**config.mk**
```make
export PLATFORM = sky130hd
export DESIGN_NAME = fen_board_packer_top
export DESIGN_NICKNAME = d
export VERILOG_FILES = /design/src/rtl/fbp_pkg.sv /design/src/rtl/fen_board_packer_top.sv
export SDC_FILE = /design/constraint.sdc
export NUM_CORES = 1
export LEC_CHECK = 0
export ABC_CLOCK_PERIOD_IN_PS = 19130
export BUFFER_PORTS_ARGS = -buffer_cell sky130_fd_sc_hd__buf_4
export CAP_MARGIN = 20
export CORE_MARGIN = 3
export CORE_UTILIZATION = 30
export CTS_BUF_LIST = sky130_fd_sc_hd__clkbuf_4 sky130_fd_sc_hd__clkbuf_8 sky130_fd_sc_hd__clkbuf_16
export CTS_CLUSTER_SIZE = 30
export DETAILED_ROUTE_END_ITERATION = 16
export SETUP_SLACK_MARGIN = 0.2
export SYNTH_ARGS = -nofsm -noshare
export SYNTH_HDL_FRONTEND = slang
export SYNTH_SLANG_ARGS = --single-unit
```
**constraint.sdc**
```tcl
create_clock -name clk -period 19.13 [get_ports clk]
set_clock_uncertainty 0.05 [all_clocks]
set_input_delay 4.7825 -clock clk [delete_from_list [all_inputs] [get_ports clk]]
set_output_delay 4.7825 -clock clk [all_outputs]
set_load 0.005 [all_outputs]
```
**src/rtl/fbp_pkg.sv**
```systemverilog
package fbp_pkg;

  // Board geometry and piece storage
  localparam logic [6:0] BOARD_SQUARES = 7'd64;
  localparam logic [6:0] KING_NONE     = 7'd64;
  localparam int         SLOT_DEPTH    = 32;
  localparam logic [5:0] PIECE_SLOTS   = 6'd32;

  // Status codes
  localparam logic [2:0] ST_OK             = 3'd0;
  localparam logic [2:0] ST_BAD_CHAR       = 3'd1;
  localparam logic [2:0] ST_TOO_MANY       = 3'd2;
  localparam logic [2:0] ST_KINGS_MISSING  = 3'd3;
  localparam logic [2:0] ST_UNKNOWN_RESULT = 3'd4;

  // Result codes, seen from white before the side-to-move flip
  localparam logic [1:0] RES_LOSS = 2'd0;
  localparam logic [1:0] RES_DRAW = 2'd1;
  localparam logic [1:0] RES_WIN  = 2'd2;

  // Token bits in the pattern mask
  localparam int PAT_WHITE = 0;
  localparam int PAT_WIN   = 1;
  localparam int PAT_DRAW  = 2;
  localparam int PAT_LOSS  = 3;

  // Last four bytes before a closing bracket
  localparam logic [31:0] TOK_WIN  = "[1.0";
  localparam logic [31:0] TOK_DRAW = "[0.5";
  localparam logic [31:0] TOK_LOSS = "[0.0";

  typedef struct packed {
    logic [7:0] character;
    logic       line_end;
  } in_payload_t;

  typedef struct packed {
    logic [63:0] occupancy;
    logic [63:0] pieces_low;
    logic [63:0] pieces_high;
    logic [5:0]  white_king_square;
    logic [5:0]  black_king_square;
    logic        black_to_move;
    logic [1:0]  mover_result;
    logic [2:0]  status;
  } out_payload_t;

  typedef struct packed {
    logic       is_piece;
    logic [3:0] code;
  } piece_t;

  // Map a byte to its piece code: P N B R Q K = 0..5, p n b r q k = 6..11
  function automatic piece_t piece_code(input logic [7:0] c);
    piece_t p;
    p.is_piece = 1'b1;
    case (c)
      "P":     p.code = 4'd0;
      "N":     p.code = 4'd1;
      "B":     p.code = 4'd2;
      "R":     p.code = 4'd3;
      "Q":     p.code = 4'd4;
      "K":     p.code = 4'd5;
      "p":     p.code = 4'd6;
      "n":     p.code = 4'd7;
      "b":     p.code = 4'd8;
      "r":     p.code = 4'd9;
      "q":     p.code = 4'd10;
      "k":     p.code = 4'd11;
      default: begin
        p.is_piece = 1'b0;
        p.code     = 4'd0;
      end
    endcase
    return p;
  endfunction

endpackage

```
**src/rtl/fen_board_packer_top.sv**
```systemverilog
// Channel | Direction | Handshake              | Payload
// in_     | input     | in_valid / in_ready    | in_payload_t (character, line_end)
// out_    | output    | out_valid / out_ready  | out_payload_t (board record)
//
// One byte is taken every cycle unless a line_end byte waits on a stalled record.
// The byte register feeds the parser state update and, on line_end, the record register.
// Reset (rst_n low, synchronous) empties both registers and returns the parser state
// to an empty board with no kings and no tokens seen.
// A stalled record holds the byte stage only when that stage carries the next line_end;
// plain bytes keep flowing into the parser state.
module fen_board_packer_top
  import fbp_pkg::*;
(
  input  logic         clk,
  input  logic         rst_n,
  input  logic         in_valid,
  output logic         in_ready,
  input  in_payload_t  in_data,
  output logic         out_valid,
  input  logic         out_ready,
  output out_payload_t out_data
);

  // Byte register
  logic        s1_valid_r, s1_valid_nxt;
  in_payload_t s1_r;

  // Parser state
  logic [6:0]  sq_r, sq_nxt;
  logic [5:0]  pcnt_r, pcnt_nxt;
  logic [63:0] occ_r, occ_nxt;
  logic [3:0]  nib_r   [SLOT_DEPTH];
  logic [3:0]  nib_nxt [SLOT_DEPTH];
  logic [6:0]  wk_r, wk_nxt;
  logic [6:0]  bk_r, bk_nxt;
  logic [31:0] recent_r, recent_nxt;
  logic [3:0]  pat_r, pat_nxt;
  logic [2:0]  err_r, err_nxt;

  // Record register
  logic         out_valid_r, out_valid_nxt;
  out_payload_t out_r, out_nxt;

  // Values after the current byte
  logic [6:0]  sq_w;
  logic [5:0]  pcnt_w;
  logic [63:0] occ_w;
  logic [3:0]  nib_w [SLOT_DEPTH];
  logic [6:0]  wk_w, bk_w;
  logic [31:0] recent_w;
  logic [3:0]  pat_w;
  logic [2:0]  err_w;

  logic [7:0]  c;
  piece_t      pc;
  logic        placing;
  logic        adv;
  logic [7:0]  sq_sum;
  logic [2:0]  err_fin;
  logic        stm;
  logic [1:0]  res;
  logic        res_known;
  logic [63:0] pk_low, pk_high;

  assign c       = s1_r.character;
  assign pc      = piece_code(c);
  assign placing = (sq_r < BOARD_SQUARES) && (err_r == ST_OK);

  // Advance the byte stage unless a record is blocked in the output register
  assign adv      = s1_valid_r && (!s1_r.line_end || !out_valid_r || out_ready);
  assign in_ready = !s1_valid_r || adv;

  // Parse one placement byte
  always_comb begin
    sq_w   = sq_r;
    pcnt_w = pcnt_r;
    occ_w  = occ_r;
    nib_w  = nib_r;
    wk_w   = wk_r;
    bk_w   = bk_r;
    err_w  = err_r;
    sq_sum = {1'b0, sq_r} + {4'd0, c[3:0]};
    if (placing) begin
      if (pc.is_piece) begin
        if (pcnt_r >= PIECE_SLOTS) begin
          err_w = ST_TOO_MANY;
        end else begin
          if (c == "K") begin
            wk_w = sq_r;
          end else if (c == "k") begin
            bk_w = sq_r;
          end
          occ_w[sq_r[5:0]]   = 1'b1;
          nib_w[pcnt_r[4:0]] = pc.code;
          pcnt_w             = pcnt_r + 6'd1;
          sq_w               = sq_r + 7'd1;
        end
      end else if (c inside {["1":"8"]}) begin
        sq_w = (sq_sum > {1'b0, BOARD_SQUARES}) ? BOARD_SQUARES : sq_sum[6:0];
      end else if (c != "/") begin
        err_w = ST_BAD_CHAR;
      end
    end
  end

  // Match the side-to-move and result tokens
  always_comb begin
    pat_w = pat_r;
    if (recent_r[7:0] == "w" && c == " ") begin
      pat_w[PAT_WHITE] = 1'b1;
    end
    if (c == "]") begin
      if (recent_r == TOK_WIN)  pat_w[PAT_WIN]  = 1'b1;
      if (recent_r == TOK_DRAW) pat_w[PAT_DRAW] = 1'b1;
      if (recent_r == TOK_LOSS) pat_w[PAT_LOSS] = 1'b1;
    end
    recent_w = {recent_r[23:0], c};
  end

  // Pack the piece codes into the two record words
  always_comb begin
    for (int i = 0; i < 16; i++) begin
      pk_low[4*i +: 4]  = nib_w[i];
      pk_high[4*i +: 4] = nib_w[16 + i];
    end
  end

  // Build the record from the state after the line_end byte
  always_comb begin
    err_fin = (err_w == ST_OK && sq_w < BOARD_SQUARES) ? ST_BAD_CHAR : err_w;
    stm     = !pat_w[PAT_WHITE];
    res_known = 1'b1;
    if (pat_w[PAT_WIN]) begin
      res = RES_WIN;
    end else if (pat_w[PAT_DRAW]) begin
      res = RES_DRAW;
    end else if (pat_w[PAT_LOSS]) begin
      res = RES_LOSS;
    end else begin
      res       = RES_LOSS;
      res_known = 1'b0;
    end

    out_nxt.occupancy         = occ_w;
    out_nxt.pieces_low        = pk_low;
    out_nxt.pieces_high       = pk_high;
    out_nxt.white_king_square = (wk_w < KING_NONE) ? wk_w[5:0] : 6'd0;
    out_nxt.black_king_square = (bk_w < KING_NONE) ? bk_w[5:0] : 6'd0;
    out_nxt.black_to_move     = stm;
    out_nxt.mover_result      = (res_known && stm) ? (RES_WIN - res) : res;

    if (err_fin != ST_OK) begin
      out_nxt.status = err_fin;
    end else if (wk_w >= KING_NONE || bk_w >= KING_NONE) begin
      out_nxt.status = ST_KINGS_MISSING;
    end else if (!res_known) begin
      out_nxt.status = ST_UNKNOWN_RESULT;
    end else begin
      out_nxt.status = ST_OK;
    end
  end

  // Commit the state, or clear it after a record is issued
  always_comb begin
    sq_nxt     = sq_r;
    pcnt_nxt   = pcnt_r;
    occ_nxt    = occ_r;
    nib_nxt    = nib_r;
    wk_nxt     = wk_r;
    bk_nxt     = bk_r;
    recent_nxt = recent_r;
    pat_nxt    = pat_r;
    err_nxt    = err_r;
    if (adv) begin
      if (s1_r.line_end) begin
        sq_nxt     = '0;
        pcnt_nxt   = '0;
        occ_nxt    = '0;
        for (int i = 0; i < SLOT_DEPTH; i++) nib_nxt[i] = '0;
        wk_nxt     = KING_NONE;
        bk_nxt     = KING_NONE;
        recent_nxt = '0;
        pat_nxt    = '0;
        err_nxt    = ST_OK;
      end else begin
        sq_nxt     = sq_w;
        pcnt_nxt   = pcnt_w;
        occ_nxt    = occ_w;
        nib_nxt    = nib_w;
        wk_nxt     = wk_w;
        bk_nxt     = bk_w;
        recent_nxt = recent_w;
        pat_nxt    = pat_w;
        err_nxt    = err_w;
      end
    end
  end

  // Handshake state of both registers
  always_comb begin
    s1_valid_nxt = s1_valid_r;
    if (in_valid && in_ready) begin
      s1_valid_nxt = 1'b1;
    end else if (adv) begin
      s1_valid_nxt = 1'b0;
    end
    out_valid_nxt = out_valid_r;
    if (adv && s1_r.line_end) begin
      out_valid_nxt = 1'b1;
    end else if (out_ready) begin
      out_valid_nxt = 1'b0;
    end
  end

  always_ff @(posedge clk) begin
    if (!rst_n) begin
      s1_valid_r  <= 1'b0;
      out_valid_r <= 1'b0;
      sq_r        <= '0;
      pcnt_r      <= '0;
      occ_r       <= '0;
      for (int i = 0; i < SLOT_DEPTH; i++) nib_r[i] <= '0;
      wk_r        <= KING_NONE;
      bk_r        <= KING_NONE;
      recent_r    <= '0;
      pat_r       <= '0;
      err_r       <= ST_OK;
    end else begin
      s1_valid_r  <= s1_valid_nxt;
      out_valid_r <= out_valid_nxt;
      sq_r        <= sq_nxt;
      pcnt_r      <= pcnt_nxt;
      occ_r       <= occ_nxt;
      nib_r       <= nib_nxt;
      wk_r        <= wk_nxt;
      bk_r        <= bk_nxt;
      recent_r    <= recent_nxt;
      pat_r       <= pat_nxt;
      err_r       <= err_nxt;
    end
  end

  // Payload registers load without reset
  always_ff @(posedge clk) begin
    if (in_valid && in_ready) begin
      s1_r <= in_data;
    end
    if (adv && s1_r.line_end) begin
      out_r <= out_nxt;
    end
  end

  assign out_valid = out_valid_r;
  assign out_data  = out_r;

  // A record appears only after a line_end byte left the byte stage
  a_record_source: assert property (@(posedge clk) disable iff (!rst_n)
    $rose(out_valid_r) |-> $past(adv && s1_r.line_end))
    else $error("record issued without a line_end byte");

  // Issuing a record clears the parser state
  a_state_cleared: assert property (@(posedge clk) disable iff (!rst_n)
    (adv && s1_r.line_end) |=> (sq_r == '0 && pcnt_r == '0 && occ_r == '0
                                && pat_r == '0 && err_r == ST_OK))
    else $error("parser state not cleared after record");

  // Piece count never passes the slot count
  a_piece_bound: assert property (@(posedge clk) disable iff (!rst_n)
    pcnt_r <= PIECE_SLOTS)
    else $error("piece count past slot count");

  // Square count never passes the board
  a_square_bound: assert property (@(posedge clk) disable iff (!rst_n)
    sq_r <= BOARD_SQUARES)
    else $error("square count past board");

endmodule
```
# --- Yosys cells after proc, flatten, opt, wreduce, memory -nomap -nowiden ---
# Index checks and enable logic that the tools add are counted.
op_classes:
  add_sub_neg: 4
  magnitude_cmp: 14
  eq_ne: 20
  muxes: 63
  n_bitwise: 2
  n_reduce_logical: 27
ops:
  columns: ["cell", "n"]
  rows:
  - ["2-to-1 mux 128 bit", 4]
  - ["2-to-1 mux 64 bit", 4]
  - ["bitwise mux 128 bit", 1]
  - ["2-to-1 mux 7 bit", 17]
  - ["== test 8 x 7 -> 1 bit, second input constant", 14]
  - ["== test 32 x 31 -> 1 bit, second input constant", 3]
  - ["bitwise OR 64 bit", 1]
  - ["one-hot mux 4 bit (11 select lines)", 1]
  - ["2-to-1 mux 3 bit", 11]
  - ["2-to-1 mux 32 bit", 1]
  - ["< comparator 7 bit, second input constant", 4]
  - ["2-to-1 mux 6 bit", 4]
  - ["demux 4 bit (select 5 bit)", 1]
  - [">= comparator 7 bit, second input constant", 2]
  - ["2-to-1 mux 1 bit", 14]
  - [">= comparator 6 bit, second input constant", 2]
  - ["OR reduction 12 bit", 1]
  - ["logical AND 1 bit", 10]
  - ["adder 7 x 4 -> 8 bit", 1]
  - ["== test 8 x 6 -> 1 bit, second input constant", 1]
  - [">= comparator 8 x 6 -> 1 bit, second input constant", 1]
  - ["> comparator 8 x 7 -> 1 bit, second input constant", 1]
  - ["less-or-equal comparator 8 x 6 -> 1 bit, second input constant", 1]
  - ["2-to-1 mux 4 bit", 2]
  - ["other kinds (17)", 28]
word_totals:
  reg_bits: 479
  inputBits: 13
  output_inout_bits: 212
  word_cells: 182

# --- Depth between registers and ports, before layout ---
# Gate-level depths: netlist of the first run.
depth:
  depth_word: 11
  ltp_mapped: 9
  depth_no_buf: 8

# --- Worst setup path before layout of the first run ---
# Ideal clock, no wire load.
synth_timing:
  kind: "input port to flip-flop"
  start: "input out_ready"
  end: "register nib_r[125] (netlist bit)"
  arrival_time_ns: 14.786
  required_ns: 18.955
  setup_slack_ns: 4.168
  stages: 7
  n_path_buf: 2
  cell_sequence: "nor2b_1 > nor2_1 > nor2_1 > clkbuf_1 > clkbuf_1 > nand3_1 > o21ai_0"
synth_between:
  elab_chain_len: 2
synth_lines:
  columns: ["item", "line_no", "text"]
  rows:
  - ["start, declared", "fen_board_packer_top.sv:20", "input logic out_ready,"]
  - ["logical OR 1 bit", "fen_board_packer_top.sv:70", "assign adv = s1_valid_r && (!s1_r.line_end || !out_valid_r || out_ready);"]
  - ["logical AND 1 bit", "fen_board_packer_top.sv:70", null]
  - ["end signal, assigned", "fen_board_packer_top.sv:234", "nib_r <= nib_nxt;"]
  - ["end, declared", "fen_board_packer_top.sv:32", "logic [3:0] nib_r [SLOT_DEPTH];"]
# No other way between the ends.
# A chain may end at the register's enable or synchronous reset.

# --- Final worst setup path of the first run ---
layout_timing:
  start: "input out_ready"
  end: "output in_ready"
layout_between:
  elab_chain_len: 3
layout_lines:
  columns: ["item", "line_no", "text"]
  rows:
  - ["logical OR 1 bit", "fen_board_packer_top.sv:70", null]
  - ["logical AND 1 bit", "fen_board_packer_top.sv:70", null]
  - ["logical OR 1 bit", "fen_board_packer_top.sv:71", "assign in_ready = !s1_valid_r || adv;"]
  - ["end, declared", "fen_board_packer_top.sv:17", "output logic in_ready,"]
# No other way between the ends.

==> flow_summary_export.csv, run 1 <==
group,metric,value,unit
final_layout,regArea,0.0118,mm²
final_layout,diodes,0,
clock_tree,htreeDepth,2,
die,die_x,258,µm
critical_path,critPathArrivalTime,5.69,ns
synth,avgSynthCellArea,11.9,µm²
timing,max_slew_margin,0.268,
power_and_ir_drop,power.density,93.1,mW/mm²
clock_tree,clk_pin_slew,0.06,ns
critical_path,setup.worst_path.start_class,"input pin",
timing,rsz0062_at_grt,"no",
route,vias_per_cell,5.17,
route,antenna_left,0,
worst_hold_path,whs_path_depth,2,
critical_path,critPathMostFrequentCell,"buf_4",
timing,setup_tns,0,ns
route,drc,0,
timing,finalSetupViolCount,0,
synth,synth_edf_count,219,
critical_path,crit_required,14.30,ns
timing,min_period_over_period,0.550,
critical_path,path_depth,4,
grt,track_usage,0.162,
route,drt-total-wl,55900,µm
status,status,"finished clean",
final_layout,syn_to_final_growth,22.4,%
flow_run,cap_violations,0,
clock_tree,cts_hold_buf,0,
synth,async_flop_share,0,
final_layout,multi_input_area,0.00687,mm²
final_layout,n_fill_cell,6051,
final_layout,final_cell_mix,"260 x dfxtp_1, 250 x buf_4, 219 x edfxtp_1, 181 x nand2_1, 129 x mux2_2",
synth,synthCells,1606,
clock_tree,insertion_delay,0.59,ns
synth,yosysUniqueCellTypes,75,
grt,grt_max_degree,88,
grt,antenna_found_initial,1,
critical_path,path_buf_inv,2,
synth,yosys_most_used_dff,"dfxtp_1",
synth,ys_seq_area_frac,0.616,
critical_path,path_max_fanout,5,
critical_path,crit_path_max_incr_delay,0.45,ns
die,ioPinCount,225,
critical_path,cp_cell_sequence,"buf_4 > nor2b_1 > nand3_1 > buf_4",
die,die-area,0.0668,mm²
clock_tree,post_cts_buffers,0,
clock_tree,numCtsBuffers,50,
clock_tree,cts_tree,"built",
critical_path,critPathTopFamily,"simple AND/OR/NAND/NOR gates",
critical_path,setup.worst_path.class,"input pin to output pin",
route,drtIter0Drc,1066,
timing,period_needed,10.52,ns
clock_tree,ctsResizeCount,0,
final_layout,finalNetCount,1815,
placement,gp_congestion,0.804,
clock_tree,cts.sinks,479,
timing,tightest_slew,1.10,ns
clock_tree,clockBufferDepth,3,
final_layout,final_util,0.375,
critical_path,ff2ff_path_depth,5,
route,drtPass1Iterations,5,
timing,slew_violations,0,
worst_hold_path,worstHoldPathType,"register to register",
critical_path,cp-end-kind,"output pin",
die,start_util,0.306,
die,fp-row-count,91,
power_and_ir_drop,p_leak,8.64,nW
timing,whs,0.396,ns
grt,grt_pass1_vias,13800,
die,fp.dieH,258,µm
synth,synth-seq-cells,479,
placement,io_buffers,224,
timing,max_freq,95.1,MHz
critical_path,worst_path_max_delay_cell,"nor2b_1",
clock_tree,clockRootBuffer,"clkbuf_16",
synth,ys_warn_count,0,
placement,place_hpwl,36200,µm
route,wl_per_cell,20.9,µm
die,core_area,0.0624,mm²
route,via_count,13800,
final_layout,final_common_cell,"dfxtp_1",
final_layout,drive_gt1_frac,0.277,
synth,syn_nets,1629,
synth,synth.cell_area,0.0191,mm²
timing,hold_violations,0,
power_and_ir_drop,vdd_ir_drop_max,0.0785,mV
grt,grt_pass1_wl,83900,µm
grt,grt_overflow_total,0,
==> worst min-delay path, cell delays in order (launching register included) <==
cell and delay [ns]:
dfxtp_1 0.31, nand2_1 0.05, o21ai_1 0.05
==> path summary, 6_finish.rpt <==
kind	slack, ns	endpoint	startpoint
setup reg to reg	15.43	out_data[157]	c[1]
hold / removal	0.40	occ_r[7]	occ_r[7]
setup / recovery	8.61	in_ready	out_ready
hold reg to reg	0.40	occ_r[7]	occ_r[7]
==> per-stage QoR <==
stage	cell area [µm²]	total power [W]	setup slack (ns)	cells
after floorplan	19100	0.00115	4.17	1606
after global placement	21600	0.00117	8.63	2575
after detailed placement	21600	0.00117	8.62	2576
after CTS	23400	0.00220	8.61	2670
after global routing	23400	0.00225	8.52	2671
final	23400	0.00218	8.61	2671
==> final cells by class <==
| type | count | share of cell area |
|---|---|---|
| inverter | 12 | 0.00193 |
| sequential | 479 | 0.504 |
| timing repair buffer | 250 | 0.0802 |
| multi-input combinational | 999 | 0.294 |
| clock buffer | 66 | 0.0610 |
| clock inverter | 28 | 0.0144 |
| tap | 837 | 0.0448 |
==> power by group <==
group          total (W)  switching (W)  internal [W]
clock            0.00103       0.000416      0.000610
sequential       0.00109     0.00000878       0.00108
combinational  0.0000664      0.0000453     0.0000210
total            0.00218       0.000470       0.00171
==> cells in the mapped netlist (all sizes together), types with 6 or more instances <==
cell     count  share of area
nor4         8         0.0036
ha           9         0.0059
a21oi       72          0.019
nor3        12         0.0031
edfxtp     219           0.34
a22o        86          0.039
and3        13         0.0043
mux2i        6         0.0031
nand3b       9         0.0035
nor2b        7         0.0023
inv         12         0.0024
o311ai       8         0.0037
o31ai        8         0.0039
or4          6         0.0026
o21ai       97          0.025
mux2       129          0.076
clkbuf      93          0.018
nand2      181          0.036
nand3       55          0.014
a22oi       13         0.0051
o21bai      63          0.025
buf         23         0.0059
nand2b      17         0.0056
nor2        55          0.012
a31oi       15         0.0049
dfxtp      260           0.27
o22ai        6         0.0020
o2bb2ai     31          0.014
a211oi       8         0.0050
==> sequential cells by signal, summed over array words and instances, names as in the netlist <==
| name | count |
|---|---|
| wk_r | 7 |
| sq_r | 7 |
| s1_r | 1 |
| c | 8 |
| occ_r | 64 |
| s1_valid_r | 1 |
| out_valid | 1 |
| nib_r | 128 |
| err_r | 3 |
| bk_r | 7 |
| pat_r | 4 |
| recent_r | 32 |
| pcnt_r | 6 |
| out_data | 210 |
==> layer usage <==
layer	wire length (µm)	vias to the layer above	GRT usage
li1	-	6400	-
met1	24100	6831	0.213
met2	26700	451	0.268
met3	3320	113	0.0284
met4	1740	2	0.0583
met5	17	-	0
==> cell families after synthesis <==
kind of cell	synth area share
buffers and inverters	0.0266
AO/OA/AOI/OAI	0.164
flip-flops	0.616
adder cells (fa/ha/maj)	0.00694
multiplexers	0.0791
AND/OR/NAND/NOR	0.106
XOR/XNOR	0.00138
No activity file was read; power rests on OpenSTA's default activity.
==> inputs of run 2 (changes only) <==
--- a/config.mk
+++ b/config.mk
@@ -5,7 +5,7 @@
 export SDC_FILE = /design/constraint.sdc
 export NUM_CORES = 1
 export LEC_CHECK = 0
-export ABC_CLOCK_PERIOD_IN_PS = 19130
+export ABC_CLOCK_PERIOD_IN_PS = 9700
 export BUFFER_PORTS_ARGS = -buffer_cell sky130_fd_sc_hd__buf_4
 export CAP_MARGIN = 20
 export CORE_MARGIN = 3
==> constraint.sdc (replaced) <==
create_clock -name clk -period 9.7 [get_ports clk]
set_clock_uncertainty 0.05 [all_clocks]
set_input_delay 2.425 -clock clk [delete_from_list [all_inputs] [get_ports clk]]
set_output_delay 2.425 -clock clk [all_outputs]
set_load 0.005 [all_outputs]
==> run 2 against run 1 <==
Effect of this change: critical path depth unchanged; largest power group unchanged; largest cell class unchanged; critical path type unchanged; first-iteration DRC count decreased by 5.7%; setup slack got worse by 4.7 ns.
==> flow_summary_export.csv, run 2 (synthesized netlist as in run 1, its figures left out) <==
group,metric,value,unit
clock_tree,cts.sinks,479,
timing,period_needed,5.78,ns
grt,grt_overflow_total,0,
timing,rsz0062_at_grt,"no",
clock_tree,cts_hold_buf,0,
route,drtIter0Drc,1005,
clock_tree,post_cts_buffers,0,
route,vias_per_cell,5.13,
clock_tree,clockRootBuffer,"clkbuf_16",
final_layout,diodes,0,
timing,max_freq,173,MHz
timing,tightest_slew,1.01,ns
placement,gp_congestion,0.831,
grt,grt_max_degree,94,
worst_hold_path,worstHoldPathType,"register to register",
placement,io_buffers,224,
power_and_ir_drop,power,0.00426,W
critical_path,path_max_fanout,5,
final_layout,largest_reg_flops,210,
clock_tree,ctsResizeCount,0,
die,start_util,0.306,
die,ioPinCount,225,
clock_tree,clockBufferDepth,3,
critical_path,critPathArrivalTime,3.31,ns
grt,grt_pass1_wl,83300,µm
final_layout,n_fill_cell,6075,
final_layout,final_common_cell,"dfxtp_1",
power_and_ir_drop,power.density,182,mW/mm²
route,antenna_left,0,
die,die_x,258,µm
die,fp-row-count,91,
route,drt-total-wl,56100,µm
clock_tree,cts_tree,"built",
grt,antenna_found_initial,0,
final_layout,final_cell_mix,"260 x dfxtp_1, 251 x buf_4, 219 x edfxtp_1, 181 x nand2_1, 129 x mux2_2",
timing,finalSetupViolCount,0,
timing,max_slew_margin,0.330,
final_layout,finalNetCount,1818,
critical_path,crit_required,7.23,ns
status,status,"finished clean",
clock_tree,numCtsBuffers,52,
grt,grt_pass1_vias,13400,
timing,setup_tns,0,ns
clock_tree,htreeDepth,2,
die,die-area,0.0668,mm²
final_layout,drive_gt1_frac,0.275,
clock_tree,insertion_delay,0.61,ns
final_layout,syn_to_final_growth,22.1,%
die,fp.dieH,258,µm
route,drtPass1Iterations,5,
timing,min_period_over_period,0.596,
die,core_area,0.0624,mm²
critical_path,setup.worst_path.start_class,"input pin",
route,drc,0,
power_and_ir_drop,p_leak,8.64,nW
power_and_ir_drop,vdd_ir_drop_max,0.146,mV
placement,place_hpwl,36400,µm
route,wl_per_cell,21.0,µm
flow_run,cap_violations,0,
clock_tree,clk_pin_slew,0.06,ns
timing,hold_violations,0,
timing,slew_violations,0,
critical_path,setup.worst_path.class,"input pin to output pin",
grt,track_usage,0.161,
route,via_count,13700,
critical_path,cp-end-kind,"output pin",
-- run 2: final timing paths --
check / startpoint / end / slack, ns / cells after the start
max: out_ready / in_ready / 3.92 / 4
min: occ_r[0] / occ_r[0] / 0.39 / 2
max reg2reg: c[1] / out_data[154] / 6.01 / 5
min reg2reg: occ_r[0] / occ_r[0] / 0.39 / 2
-- run 2: critical path, stage by stage --
cell and delay [ns]:
buf_4 0.11, nor2b_1 0.42, nand3_1 0.18, buf_4 0.17
-- run 2: layout make-up --
class,instances,area [µm²],share of cell area
clock buffer,73,1490,0.0638
clock inverter,24,229,0.00981
inverter,12,45.0,0.00193
multi-input combinational,999,6870,0.294
sequential,479,11800,0.505
tap,837,1050,0.0449
timing repair buffer,251,1880,0.0807
-- run 2: layer usage --
| metal | track usage | vias to the layer above | share of wire |
|---|---|---|---|
| met1 | 0.212 | 6727 | 0.43 |
| met4 | 0.0478 | 0 | 0.026 |
| met2 | 0.270 | 491 | 0.48 |
| met5 | 0 | - | 0 |
| li1 | - | 6395 | - |
| met3 | 0.0292 | 112 | 0.062 |
-- run 2: where the power goes --
part           total, W  internal, W  switching [W]  leakage (nW)
logic          0.000130    0.0000417      0.0000887          3.53
registers       0.00214      0.00213      0.0000174          4.24
clock network   0.00199      0.00116       0.000827         0.866
-- run 2: through the flow --
step | cells | instance area (µm²) | util | hold slack, ns | setup WS, ns
5_1_grt | 2675 | 23300 | 0.374 | 0.418 | 3.82
3_5_place_dp | 2577 | 21600 | 0.346 | 0.387 | 3.92
3_3_place_gp | 2576 | 21600 | 0.346 | 0.378 | 3.90
4_1_cts | 2674 | 23300 | 0.374 | 0.401 | 3.91
2_1_floorplan | 1606 | 19100 | - | 0.369 | 0.657
6_report | 2675 | 23300 | 0.374 | 0.393 | 3.92
